==> src/rtl/core/texel_tint_alpha_blend_rgb565_unit_defines.svh <==
// Assertion macros for the texel tint and blend unit.
`ifndef TEXEL_TINT_ALPHA_BLEND_RGB565_UNIT_DEFINES_SVH
`define TEXEL_TINT_ALPHA_BLEND_RGB565_UNIT_DEFINES_SVH

`ifndef SYNTHESIS

`define TTAB_ASSERT_SAME(lbl, clk, rst_n, ante, cons) \
    lbl: assert property (@(posedge clk) disable iff (!(rst_n)) (ante) |-> (cons)) \
        else $error("ttab assertion failed");

`define TTAB_ASSERT_NEXT(lbl, clk, rst_n, ante, cons) \
    lbl: assert property (@(posedge clk) disable iff (!(rst_n)) (ante) |=> (cons)) \
        else $error("ttab assertion failed");

`else

`define TTAB_ASSERT_SAME(lbl, clk, rst_n, ante, cons)

`define TTAB_ASSERT_NEXT(lbl, clk, rst_n, ante, cons)

`endif

`endif

==> src/rtl/core/ttab_pkg.sv <==
// Shared types, constants and arithmetic helpers for the texel tint and blend unit.
`default_nettype none
package ttab_pkg;

    localparam int unsigned CHAN_W  = 8;
    localparam int unsigned ALPHA_W = 6;
    localparam int unsigned COV_W   = 6;
    localparam int unsigned PIX_W   = 16;
    localparam int unsigned FIELD_W = 32;
    localparam int unsigned ADDR_W  = 4;
    localparam int unsigned DATA_W  = 32;

    localparam logic [FIELD_W-1:0] FIELD_MASK = 32'h07E0_F81F;
    localparam logic [16:0]        ROUND_ADD  = 17'd127;

    localparam logic [CHAN_W-1:0]  TINT_RESET  = 8'd255;
    localparam logic [ALPHA_W-1:0] ALPHA_RESET = 6'd32;

    localparam int unsigned COV_FULL_BIT = 5;

    typedef enum logic [1:0] {
        REG_TINT_RED   = 2'd0,
        REG_TINT_GREEN = 2'd1,
        REG_TINT_BLUE  = 2'd2,
        REG_TINT_ALPHA = 2'd3
    } t_reg_idx;

    typedef struct packed {
        logic              valid;
        logic [CHAN_W-1:0] red;
        logic [CHAN_W-1:0] green;
        logic [CHAN_W-1:0] blue;
        logic [COV_W-1:0]  cov;
        logic [PIX_W-1:0]  dest;
    } t_tint_word;

    // rounded divide by 255 of a product no larger than 255*255
    function automatic logic [CHAN_W-1:0] div255(input logic [15:0] prod);
        logic [16:0] y;
        logic [16:0] s;
        y = {1'b0, prod} + ROUND_ADD;
        s = y + {8'd0, y[16:8]} + 17'd1;
        return s[15:8];
    endfunction

    function automatic logic [PIX_W-1:0] pack565(input logic [CHAN_W-1:0] r,
                                                 input logic [CHAN_W-1:0] g,
                                                 input logic [CHAN_W-1:0] b);
        return {r[7:3], g[7:2], b[7:3]};
    endfunction

    function automatic logic [FIELD_W-1:0] spread565(input logic [PIX_W-1:0] p);
        return ({16'd0, p} | {p, 16'd0}) & FIELD_MASK;
    endfunction

endpackage
`default_nettype wire

==> src/rtl/core/texel_tint_alpha_blend_rgb565_unit.sv <==
// Top level of the texel tint and RGB565 alpha blend unit.
// Path: an accepted word passes the input, tint-product and result registers before the o_valid strobe.
// Throughput: one word per cycle; busy stays low, the three-register pipeline
// (input, tint products, result) takes a new word every cycle.
// Reset: synchronous active low; clears pipeline valids and sets tint registers
// to white, fully opaque. The result receiver cannot stall.
`default_nettype none
`include "texel_tint_alpha_blend_rgb565_unit_defines.svh"
module texel_tint_alpha_blend_rgb565_unit (
    input  wire logic                           i_clk,
    input  wire logic                           i_rst_n,
    input  wire logic                           psel,
    input  wire logic                           penable,
    input  wire logic                           pwrite,
    input  wire logic [ttab_pkg::ADDR_W-1:0]    paddr,
    input  wire logic [ttab_pkg::DATA_W-1:0]    pwdata,
    output logic      [ttab_pkg::DATA_W-1:0]    prdata,
    output logic                                pready,
    input  wire logic                           start,
    output logic                                busy,
    input  wire logic [ttab_pkg::CHAN_W-1:0]    i_texel_red,
    input  wire logic [ttab_pkg::CHAN_W-1:0]    i_texel_green,
    input  wire logic [ttab_pkg::CHAN_W-1:0]    i_texel_blue,
    input  wire logic [ttab_pkg::CHAN_W-1:0]    i_texel_alpha,
    input  wire logic [ttab_pkg::PIX_W-1:0]     i_dest_pixel,
    output logic                                o_valid,
    output logic      [ttab_pkg::PIX_W-1:0]     o_pixel_out,
    output logic                                o_write_enable
);
    import ttab_pkg::*;

    logic [CHAN_W-1:0]  tint_red;
    logic [CHAN_W-1:0]  tint_green;
    logic [CHAN_W-1:0]  tint_blue;
    logic [ALPHA_W-1:0] tint_alpha;
    logic               accept;
    t_tint_word         tint_word;

    assign busy   = 1'b0;
    assign accept = start && !busy;

    ttab_cfg u_cfg (
        .i_clk        (i_clk),
        .i_rst_n      (i_rst_n),
        .psel         (psel),
        .penable      (penable),
        .pwrite       (pwrite),
        .paddr        (paddr),
        .pwdata       (pwdata),
        .prdata       (prdata),
        .pready       (pready),
        .o_tint_red   (tint_red),
        .o_tint_green (tint_green),
        .o_tint_blue  (tint_blue),
        .o_tint_alpha (tint_alpha)
    );

    ttab_tint u_tint (
        .i_clk         (i_clk),
        .i_rst_n       (i_rst_n),
        .i_accept      (accept),
        .i_texel_red   (i_texel_red),
        .i_texel_green (i_texel_green),
        .i_texel_blue  (i_texel_blue),
        .i_texel_alpha (i_texel_alpha),
        .i_dest_pixel  (i_dest_pixel),
        .i_tint_red    (tint_red),
        .i_tint_green  (tint_green),
        .i_tint_blue   (tint_blue),
        .i_tint_alpha  (tint_alpha),
        .o_word        (tint_word)
    );

    ttab_blend u_blend (
        .i_clk          (i_clk),
        .i_rst_n        (i_rst_n),
        .i_word         (tint_word),
        .o_valid        (o_valid),
        .o_pixel_out    (o_pixel_out),
        .o_write_enable (o_write_enable)
    );

    `TTAB_ASSERT_SAME(a_strobe_follows_accept, i_clk, i_rst_n, 1'b1, o_valid == ($past(start && !busy && i_rst_n, 3) && $past(i_rst_n, 2) && $past(i_rst_n, 1)))
    `TTAB_ASSERT_SAME(a_skip_keeps_dest, i_clk, i_rst_n, o_valid && !o_write_enable, o_pixel_out == $past(i_dest_pixel, 3))
    `TTAB_ASSERT_SAME(a_clear_texel_no_write, i_clk, i_rst_n, o_valid && $past(i_texel_alpha, 3) == '0, !o_write_enable)

endmodule
`default_nettype wire

==> src/rtl/core/ttab_cfg.sv <==
// APB register bank holding the tint color and tint alpha.
`default_nettype none
module ttab_cfg (
    input  wire logic                           i_clk,
    input  wire logic                           i_rst_n,
    input  wire logic                           psel,
    input  wire logic                           penable,
    input  wire logic                           pwrite,
    input  wire logic [ttab_pkg::ADDR_W-1:0]    paddr,
    input  wire logic [ttab_pkg::DATA_W-1:0]    pwdata,
    output logic      [ttab_pkg::DATA_W-1:0]    prdata,
    output logic                                pready,
    output logic      [ttab_pkg::CHAN_W-1:0]    o_tint_red,
    output logic      [ttab_pkg::CHAN_W-1:0]    o_tint_green,
    output logic      [ttab_pkg::CHAN_W-1:0]    o_tint_blue,
    output logic      [ttab_pkg::ALPHA_W-1:0]   o_tint_alpha
);
    import ttab_pkg::*;

    logic [CHAN_W-1:0]  r_tint_red;
    logic [CHAN_W-1:0]  r_tint_green;
    logic [CHAN_W-1:0]  r_tint_blue;
    logic [ALPHA_W-1:0] r_tint_alpha;
    t_reg_idx           reg_idx;
    logic               wr_en;

    assign reg_idx = t_reg_idx'(paddr[3:2]);
    assign wr_en   = psel && penable && pwrite;
    assign pready  = 1'b1;

    always_ff @(posedge i_clk) begin
        if (!i_rst_n) begin
            r_tint_red   <= TINT_RESET;
            r_tint_green <= TINT_RESET;
            r_tint_blue  <= TINT_RESET;
            r_tint_alpha <= ALPHA_RESET;
        end else if (wr_en) begin
            case (reg_idx)
                REG_TINT_RED:   r_tint_red   <= pwdata[CHAN_W-1:0];
                REG_TINT_GREEN: r_tint_green <= pwdata[CHAN_W-1:0];
                REG_TINT_BLUE:  r_tint_blue  <= pwdata[CHAN_W-1:0];
                REG_TINT_ALPHA: r_tint_alpha <= pwdata[ALPHA_W-1:0];
                default: ;
            endcase
        end
    end

    always_comb begin
        case (reg_idx)
            REG_TINT_RED:   prdata = {{(DATA_W-CHAN_W){1'b0}}, r_tint_red};
            REG_TINT_GREEN: prdata = {{(DATA_W-CHAN_W){1'b0}}, r_tint_green};
            REG_TINT_BLUE:  prdata = {{(DATA_W-CHAN_W){1'b0}}, r_tint_blue};
            REG_TINT_ALPHA: prdata = {{(DATA_W-ALPHA_W){1'b0}}, r_tint_alpha};
            default:        prdata = '0;
        endcase
    end

    assign o_tint_red   = r_tint_red;
    assign o_tint_green = r_tint_green;
    assign o_tint_blue  = r_tint_blue;
    assign o_tint_alpha = r_tint_alpha;

endmodule
`default_nettype wire

==> src/rtl/core/ttab_tint.sv <==
// Input register and tint stage: per-channel tint products and coverage.
`default_nettype none
module ttab_tint (
    input  wire logic                           i_clk,
    input  wire logic                           i_rst_n,
    input  wire logic                           i_accept,
    input  wire logic [ttab_pkg::CHAN_W-1:0]    i_texel_red,
    input  wire logic [ttab_pkg::CHAN_W-1:0]    i_texel_green,
    input  wire logic [ttab_pkg::CHAN_W-1:0]    i_texel_blue,
    input  wire logic [ttab_pkg::CHAN_W-1:0]    i_texel_alpha,
    input  wire logic [ttab_pkg::PIX_W-1:0]     i_dest_pixel,
    input  wire logic [ttab_pkg::CHAN_W-1:0]    i_tint_red,
    input  wire logic [ttab_pkg::CHAN_W-1:0]    i_tint_green,
    input  wire logic [ttab_pkg::CHAN_W-1:0]    i_tint_blue,
    input  wire logic [ttab_pkg::ALPHA_W-1:0]   i_tint_alpha,
    output ttab_pkg::t_tint_word                o_word
);
    import ttab_pkg::*;

    logic              r_in_valid;
    logic [CHAN_W-1:0] r_texel_red;
    logic [CHAN_W-1:0] r_texel_green;
    logic [CHAN_W-1:0] r_texel_blue;
    logic [CHAN_W-1:0] r_texel_alpha;
    logic [PIX_W-1:0]  r_dest;
    t_tint_word        r_word;
    t_tint_word        n_word;
    logic [15:0]       prod_red;
    logic [15:0]       prod_green;
    logic [15:0]       prod_blue;
    logic [15:0]       prod_alpha;
    logic [CHAN_W-1:0] cov_full;

    always_ff @(posedge i_clk) begin
        if (!i_rst_n) begin
            r_in_valid <= 1'b0;
        end else begin
            r_in_valid <= i_accept;
        end
    end

    always_ff @(posedge i_clk) begin
        if (i_accept) begin
            r_texel_red   <= i_texel_red;
            r_texel_green <= i_texel_green;
            r_texel_blue  <= i_texel_blue;
            r_texel_alpha <= i_texel_alpha;
            r_dest        <= i_dest_pixel;
        end
    end

    always_comb begin
        prod_red   = {8'd0, r_texel_red} * {8'd0, i_tint_red};
        prod_green = {8'd0, r_texel_green} * {8'd0, i_tint_green};
        prod_blue  = {8'd0, r_texel_blue} * {8'd0, i_tint_blue};
        prod_alpha = {8'd0, r_texel_alpha} * {10'd0, i_tint_alpha};
        cov_full   = div255(prod_alpha);

        n_word.valid = r_in_valid;
        n_word.red   = div255(prod_red);
        n_word.green = div255(prod_green);
        n_word.blue  = div255(prod_blue);
        n_word.cov   = cov_full[COV_W-1:0];
        n_word.dest  = r_dest;
    end

    always_ff @(posedge i_clk) begin
        if (!i_rst_n) begin
            r_word <= '0;
        end else begin
            r_word <= n_word;
        end
    end

    assign o_word = r_word;

endmodule
`default_nettype wire

==> src/rtl/core/ttab_blend.sv <==
// Pack, blend against the framebuffer pixel, and register the result word.
`default_nettype none
module ttab_blend (
    input  wire logic                           i_clk,
    input  wire logic                           i_rst_n,
    input  ttab_pkg::t_tint_word                i_word,
    output logic                                o_valid,
    output logic      [ttab_pkg::PIX_W-1:0]     o_pixel_out,
    output logic                                o_write_enable
);
    import ttab_pkg::*;

    logic                r_valid;
    logic                r_write_enable;
    logic [PIX_W-1:0]    r_pixel_out;
    logic                n_write_enable;
    logic [PIX_W-1:0]    n_pixel_out;
    logic [PIX_W-1:0]    src;
    logic [FIELD_W-1:0]  s_fld;
    logic [FIELD_W-1:0]  d_fld;
    logic [FIELD_W-1:0]  diff;
    logic [FIELD_W-1:0]  prod;
    logic [FIELD_W-1:0]  mix;
    logic [PIX_W-1:0]    blended;

    always_comb begin
        src     = pack565(i_word.red, i_word.green, i_word.blue);
        s_fld   = spread565(src);
        d_fld   = spread565(i_word.dest);
        diff    = s_fld - d_fld;
        prod    = diff * {{(FIELD_W-COV_W){1'b0}}, i_word.cov};
        mix     = ((prod >> 5) + d_fld) & FIELD_MASK;
        blended = mix[PIX_W-1:0] | mix[FIELD_W-1:PIX_W];

        if (i_word.cov == '0) begin
            n_write_enable = 1'b0;
            n_pixel_out    = i_word.dest;
        end else if (i_word.cov[COV_FULL_BIT]) begin
            n_write_enable = 1'b1;
            n_pixel_out    = src;
        end else begin
            n_write_enable = 1'b1;
            n_pixel_out    = blended;
        end
    end

    always_ff @(posedge i_clk) begin
        if (!i_rst_n) begin
            r_valid        <= 1'b0;
            r_write_enable <= 1'b0;
        end else begin
            r_valid        <= i_word.valid;
            r_write_enable <= i_word.valid && n_write_enable;
        end
    end

    always_ff @(posedge i_clk) begin
        r_pixel_out <= n_pixel_out;
    end

    assign o_valid        = r_valid;
    assign o_write_enable = r_write_enable;
    assign o_pixel_out    = r_pixel_out;

endmodule
`default_nettype wire
==> config.mk <==
export PLATFORM = sky130hd
export DESIGN_NAME = texel_tint_alpha_blend_rgb565_unit
export DESIGN_NICKNAME = d
export VERILOG_FILES = /design/src/rtl/core/ttab_pkg.sv /design/src/rtl/core/texel_tint_alpha_blend_rgb565_unit.sv /design/src/rtl/core/ttab_cfg.sv /design/src/rtl/core/ttab_tint.sv /design/src/rtl/core/ttab_blend.sv
export VERILOG_INCLUDE_DIRS = /design/src /design/src/rtl/core
export SDC_FILE = /design/constraint.sdc
export NUM_CORES = 1
export LEC_CHECK = 0
export ABC_CLOCK_PERIOD_IN_PS = 21100
export BUFFER_PORTS_ARGS = -buffer_cell sky130_fd_sc_hd__buf_2
export CAP_MARGIN = 20
export CORE_UTILIZATION = 41
export DETAILED_ROUTE_END_ITERATION = 8
export SLEW_MARGIN = 20
export SYNTH_ARGS = -nofsm -noshare
export SYNTH_HDL_FRONTEND = slang
export SYNTH_SLANG_ARGS = --single-unit
==> constraint.sdc <==
create_clock -name i_clk -period 21.1 [get_ports i_clk]
set_input_delay 3.165 -clock i_clk [delete_from_list [all_inputs] [get_ports i_clk]]
set_output_delay 3.165 -clock i_clk [all_outputs]
set_load 0.01 [all_outputs]
==> flow_summary.ini, run 1 <==
[clock_network]
clockBufferDepth = 2
cts_inserted_buffers = 17
tritoncts = built
post-cts-setup-buffers = 0
cts_hold_buffers = 0
clkSinkCount = 136
clkLatencyLatePin_ns = 0.47
cts-resized-gates = 0
path_clk_slew_ns = 0.07
cts_root_buf = clkbuf_16
htreeDepth = 4

[critical_path]
r2r_end = u_blend.o_pixel_out[6]
r2r_setup_slack_ns = 12.26
cp.arrival_ns = 9.16
cp_slowest_cell = nor2_1
cp-start-kind = register
required_ns = 21.42
path_class = reg2reg
endpoint_kind = register
r2r-start = u_tint.o_word[1]
r2r_cells = 36
path_max_fanout = 13
cpPeakStageDelay_ns = 0.68
crit_path_frequent_cell = a21oi_1

[routing]
wl_um = 45800
wl_per_cell_um = 15.1
viasPerCell = 5.07
remaining_drc_errors = 0
dr.pass1.iters = 5
vias = 15414
antenna_left = 0
drt-initial-drc-count = 720

[sta]
setup_viol = 0
rsz0062_at_grt = false
finalHoldViolCount = 0
min_period_over_period_pct = 41.9
fin_skew_ns = 0.0175
fmax_mhz = 113
worst_pin_slew_ns = 0.996
maxSlewViolCount = 0
setup_tns_ns = 0
slew_headroom_pct = 32.8
fin_crit_ns = 8.84

[floorplanning]
core_area_sq_mm = 0.0488
die_area_sq_mm = 0.0503
row_count = 81
ios = 142
start_util_pct = 41.5
die_h_um = 224
fp.dieW_um = 224

[synthesis]
yosysTopAreaCellShare_pct = 26.0
ys_seq_area_share_pct = 15.8
synth_cell_type_count = 75
synth_area_leaders = fa_1 (26%), ha_1 (15%), dfxtp_1 (8.7%)
synth-edff-count = 48
ys_ff_latch = 136
yosys.area.top_type = fa_1
yosys_most_used_dff = dfxtp_1
postSynthCellCount = 2318
syn_avg_cell_area_sq_um = 8.74
netlist_area_sq_mm = 0.0202
synthArstFlopShare_pct = 0
yosys_warnings = 0

[global_route]
antenna_found_initial = 1
grt_max_degree = 50
overflow = 0
grtUsageTotal_pct = 19.1
grt_pass1_wl_um = 76600
grt_pass1_vias = 15829

[placement]
gp_congestion = 0.932
place_hpwl_um = 38100
io_buffers = 89

[worst_hold_path]
min_to = u_tint.o_word[12]
min_path_cells = 1
min_from = u_tint.r_dest[12]
min_path_type = reg2reg

[layout]
nets = 2957
area_delta_synth_final_pct = 7.74
drive_gt1_share_pct = 6.53

[run]
drv_cap = 0

[outcome]
status = finished clean
==> Yosys cell counts, types with 7 or more instances <==
master    count
nand3_1      46
fa_1        263
xor2_1       29
buf_4        26
and3_1       12
edfxtp_1     48
clkbuf_1     70
nor2b_1      18
o21a_1       19
o21ai_0      57
o21bai_1      7
a21oi_1      85
nor3_1       33
or3_1        12
nand2_1     321
a211oi_1     17
dfxtp_1      88
ha_1        242
inv_1       379
nand4_1       7
mux2i_1      15
xnor2_1      70
and2_1      175
nand2b_1     15
a21o_1       29
nor2_1      116
==> cell usage in the layout (no fill, tap or decap), types with 6 or more instances in the layout <==
master     instances
and3_1            12
a21boi_0           6
nand2_1          321
a21o_1            29
nor2_1           116
o21ai_0           57
or3_1             12
conb_1            26
o21a_1            19
nor3_1            33
buf_4             10
o21bai_1           7
xor2_1            29
nand4_1            7
edfxtp_1          48
nor2b_1           18
a211oi_1          17
nand3_1           46
inv_1            379
dfxtp_1           88
and2_1           175
mux2i_1           15
clkbuf_16         19
buf_2             89
xnor2_1           70
a21oi_1           85
a31oi_1            6
mux4_2             6
nand2b_1          15
ha_1             242
fa_1             263
==> cell type report <==
type	count	area (sq um)
sequential	136	3200
clock inverter	12	98.8
timing repair buffer	99	520
clock buffer	20	489
inverter	382	1430
tap	664	831
antenna	1	2.50
fill	4838	27000
multi-input combinational	1726	15200
==> routing by layer <==
metal	routed length [um]	GRT usage, %	part of all wire, %
met1	20200	23.9	44
met2	22500	33.3	49
met3	2290	3.64	5.0
met4	927	6.08	2.0
met5	0	0	0
==> how the worst max path moves through the flow <==
stage                           startpoint                      end  slack, ns  depth (start not counted)
after floorplan           u_tint.o_word[0]  u_blend.o_pixel_out[10]      13.66                         34
after global placement    u_tint.o_word[0]  u_blend.o_pixel_out[10]      12.45                         35
after detailed placement  u_tint.o_word[1]   u_blend.o_pixel_out[6]      12.34                         36
after CTS                 u_tint.o_word[1]   u_blend.o_pixel_out[6]      12.31                         36
after global routing      u_tint.o_word[1]   u_blend.o_pixel_out[6]      11.48                         36
final                     u_tint.o_word[1]   u_blend.o_pixel_out[6]      12.26                         36
==> metrics by stage <==
stage / hold slack [ns] / instances / area, sq um / util, % / worst slack [ns]
finish: 0.440 / 3040 / 21800 / 44.7 / 12.26
global route: 0.464 / 3039 / 21800 / 44.7 / 11.48
CTS: 0.446 / 3039 / 21800 / 44.7 / 12.31
detailed placement: 0.433 / 3007 / 21200 / 43.5 / 12.34
global placement: 0.432 / 3007 / 21200 / 43.5 / 12.45
floorplan: 0.412 / 2342 / 20300 / - / 13.66
==> worst max-delay path: cells and delay by family (launching register included) <==
| family | cells | cell delay (ns) |
|---|---|---|
| buffers and inverters | 5 | 0.46 |
| XOR/XNOR | 3 | 0.53 |
| AO/OA/AOI/OAI | 13 | 2.94 |
| flip-flops | 1 | 0.41 |
| AND/OR/NAND/NOR | 9 | 1.85 |
| adder cells (fa/ha/maj) | 6 | 2.46 |
==> registers in the layout (all words and copies together) (netlist names) <==
name,count
u_blend.o_write_enable,1
u_tint.r_in_valid,1
u_tint.r_dest,16
u_tint.r_texel_red,8
u_cfg.o_tint_red,8
u_tint.r_texel_blue,8
u_cfg.o_tint_green,8
u_tint.r_texel_alpha,8
u_cfg.o_tint_alpha,6
u_tint.o_word,39
u_tint.r_texel_green,8
u_cfg.o_tint_blue,8
u_blend.o_pixel_out,16
u_blend.o_valid,1
==> logic make-up after synthesis <==
logic type / after synthesis / share of synthesized area [%]
AND/OR/NAND/NOR: 781 / 18.5
adder cells (fa/ha/maj): 505 / 41.0
buffers and inverters: 480 / 9.38
AO/OA/AOI/OAI: 294 / 9.65
flip-flops: 136 / 15.8
XOR/XNOR: 99 / 4.28
multiplexers: 21 / 1.41
other: 2 / 0.0371
Power of run 1 is left out: the tool's default activity adds up to more than one toggle a clock period on the data nets, which glitch-free logic cannot reach.
==> inputs of run 2 (changes only) <==
--- a/config.mk
+++ b/config.mk
@@ -6,7 +6,7 @@
 export SDC_FILE = /design/constraint.sdc
 export NUM_CORES = 1
 export LEC_CHECK = 0
-export ABC_CLOCK_PERIOD_IN_PS = 21100
+export ABC_CLOCK_PERIOD_IN_PS = 7800
 export BUFFER_PORTS_ARGS = -buffer_cell sky130_fd_sc_hd__buf_2
 export CAP_MARGIN = 20
 export CORE_UTILIZATION = 41
==> constraint.sdc (replaced) <==
create_clock -name i_clk -period 7.8 [get_ports i_clk]
set_input_delay 1.17 -clock i_clk [delete_from_list [all_inputs] [get_ports i_clk]]
set_output_delay 1.17 -clock i_clk [all_outputs]
set_load 0.01 [all_outputs]
==> run 2 against run 1 <==
Effect of this change: the flow now finishes with violations (design-rule violations); sequential share of layout area shrank 0.37 points; die area is the same; wire length grew 1.6%.
==> flow_summary.ini, run 2 (same netlist as run 1, synthesis figures left out) <==
[sta]
setup_viol = 0
finalWorstSetupSlack_ns = 0.269
fmax_mhz = 133
fin_skew_ns = 0.0176
maxSlewViolCount = 0
slew_headroom_pct = 39.0
min_period_over_period_pct = 96.6
setup_tns_ns = 0
fin_crit_ns = 7.53
worst_pin_slew_ns = 0.903
finalHoldViolCount = 0
rsz0062_at_grt = true

[critical_path]
cp.arrival_ns = 7.87
path_class = reg2reg
endpoint_kind = register
crit_family = adder cells
cp-start-kind = register
path_buf_inv = 4
r2r_setup_slack_ns = 0.27
r2r-start = u_tint.o_word[0]
r2r_end = u_blend.o_pixel_out[10]
r2r_cells = 32
cpPeakStageDelay_ns = 0.56
cp_slowest_cell = fa_1
required_ns = 8.14
path_max_fanout = 6

[routing]
wl_um = 46600
remaining_drc_errors = 2
dr.pass1.iters = 7
vias = 15617
antenna_left = 0
viasPerCell = 5.05
wl_per_cell_um = 15.1
drt-initial-drc-count = 766

[clock_network]
path_clk_slew_ns = 0.06
clkLatencyLatePin_ns = 0.48
tritoncts = built
cts_hold_buffers = 0
clkSinkCount = 136
clockBufferDepth = 2
cts_root_buf = clkbuf_16
cts_inserted_buffers = 17
htreeDepth = 4

[run]
drv_cap = 0

[global_route]
antenna_found_initial = 0
grt_util_met2_pct = 33.7
grt_pass1_vias = 16030
use_met1_pct = 24.5
grtUsageTotal_pct = 19.5
grt_max_degree = 50
grt-busiest-layer = met2
overflow = 0
grtUsageMet3_pct = 3.44
grt_pass1_wl_um = 78200

[worst_hold_path]
min_path_type = reg2reg
min_to = u_tint.o_word[8]
min_from = u_tint.r_dest[8]
min_path_cells = 1

[layout]
nets = 3008
final_common_cell = inv_1
largest_reg_flops = 39
fin_util_pct = 45.8
num_antenna_cells = 0
final_cell_mix = inv_1 (378), nand2_1 (320), fa_1 (261), ha_1 (236), and2_1 (173)
area_delta_synth_final_pct = 10.6
drive_gt1_share_pct = 9.85
stdcell_count = 3090

[floorplanning]
start_util_pct = 41.5
core_area_sq_mm = 0.0488
fp.dieW_um = 224
ios = 142
row_count = 81
die_h_um = 224
die_area_sq_mm = 0.0503

[placement]
place_hpwl_um = 39100
dpl.cell_count = 3051
dp_slack_ns = 0.0157
gp_congestion = 0.901
io_buffers = 89

[outcome]
violations = design-rule violations
status = complete, but fails checks
## run 2: layout make-up
type	count	area, sq um
clock buffer	23	479
clock inverter	9	96.3
fill	4765	26500
inverter	382	1430
multi-input combinational	1726	15400
sequential	136	3200
tap	664	831
timing repair buffer	150	903
## run 2: how the worst max path moves through the flow
stage | from | to | slack, ns | cells after the start
floorplan | u_tint.o_word[0] | u_blend.o_pixel_out[10] | 0.36 | 34
finish | u_tint.o_word[0] | u_blend.o_pixel_out[10] | 0.27 | 32
CTS | u_tint.o_word[0] | u_blend.o_pixel_out[10] | 0.009 | 32
global placement | u_tint.o_word[0] | u_blend.o_pixel_out[10] | 0.06 | 32
global route | u_tint.o_word[25] | u_blend.o_pixel_out[10] | -0.1 | 38
detailed placement | u_tint.o_word[0] | u_blend.o_pixel_out[10] | 0.02 | 32
## run 2: routing by layer
| layer | share of wire, % | up-vias |
|---|---|---|
| met5 | 0 | - |
| met4 | 2.3 | 0 |
| met3 | 4.2 | 66 |
| met2 | 49 | 334 |
| met1 | 44 | 7650 |
| li1 | - | 7567 |
## run 2: worst register-to-register path, delay by kind of cell (launching register included)
family                   cells  cell delay, ns
XOR/XNOR                     3            0.46
AO/OA/AOI/OAI               11            2.08
buffers and inverters        4            0.32
adder cells (fa/ha/maj)      8            3.15
flip-flops                   1            0.37
AND/OR/NAND/NOR              6            1.03
## run 2: repair_timing
action                     4_1_cts  5_1_grt
pin swaps                        0       24
gates resized for setup          1       43
setup endpoints to repair        1        8
setup buffers                    0        7
## run 2: metrics by stage
| step | cell area, sq um | hold slack, ns |
|---|---|---|
| floorplan | 20300 | 0.412 |
| global placement | 21600 | 0.430 |
| detailed placement | 21600 | 0.433 |
| CTS | 22100 | 0.446 |
| global route | 22400 | 0.464 |
| finish | 22400 | 0.441 |
Power of run 2 is left out for the same reason.
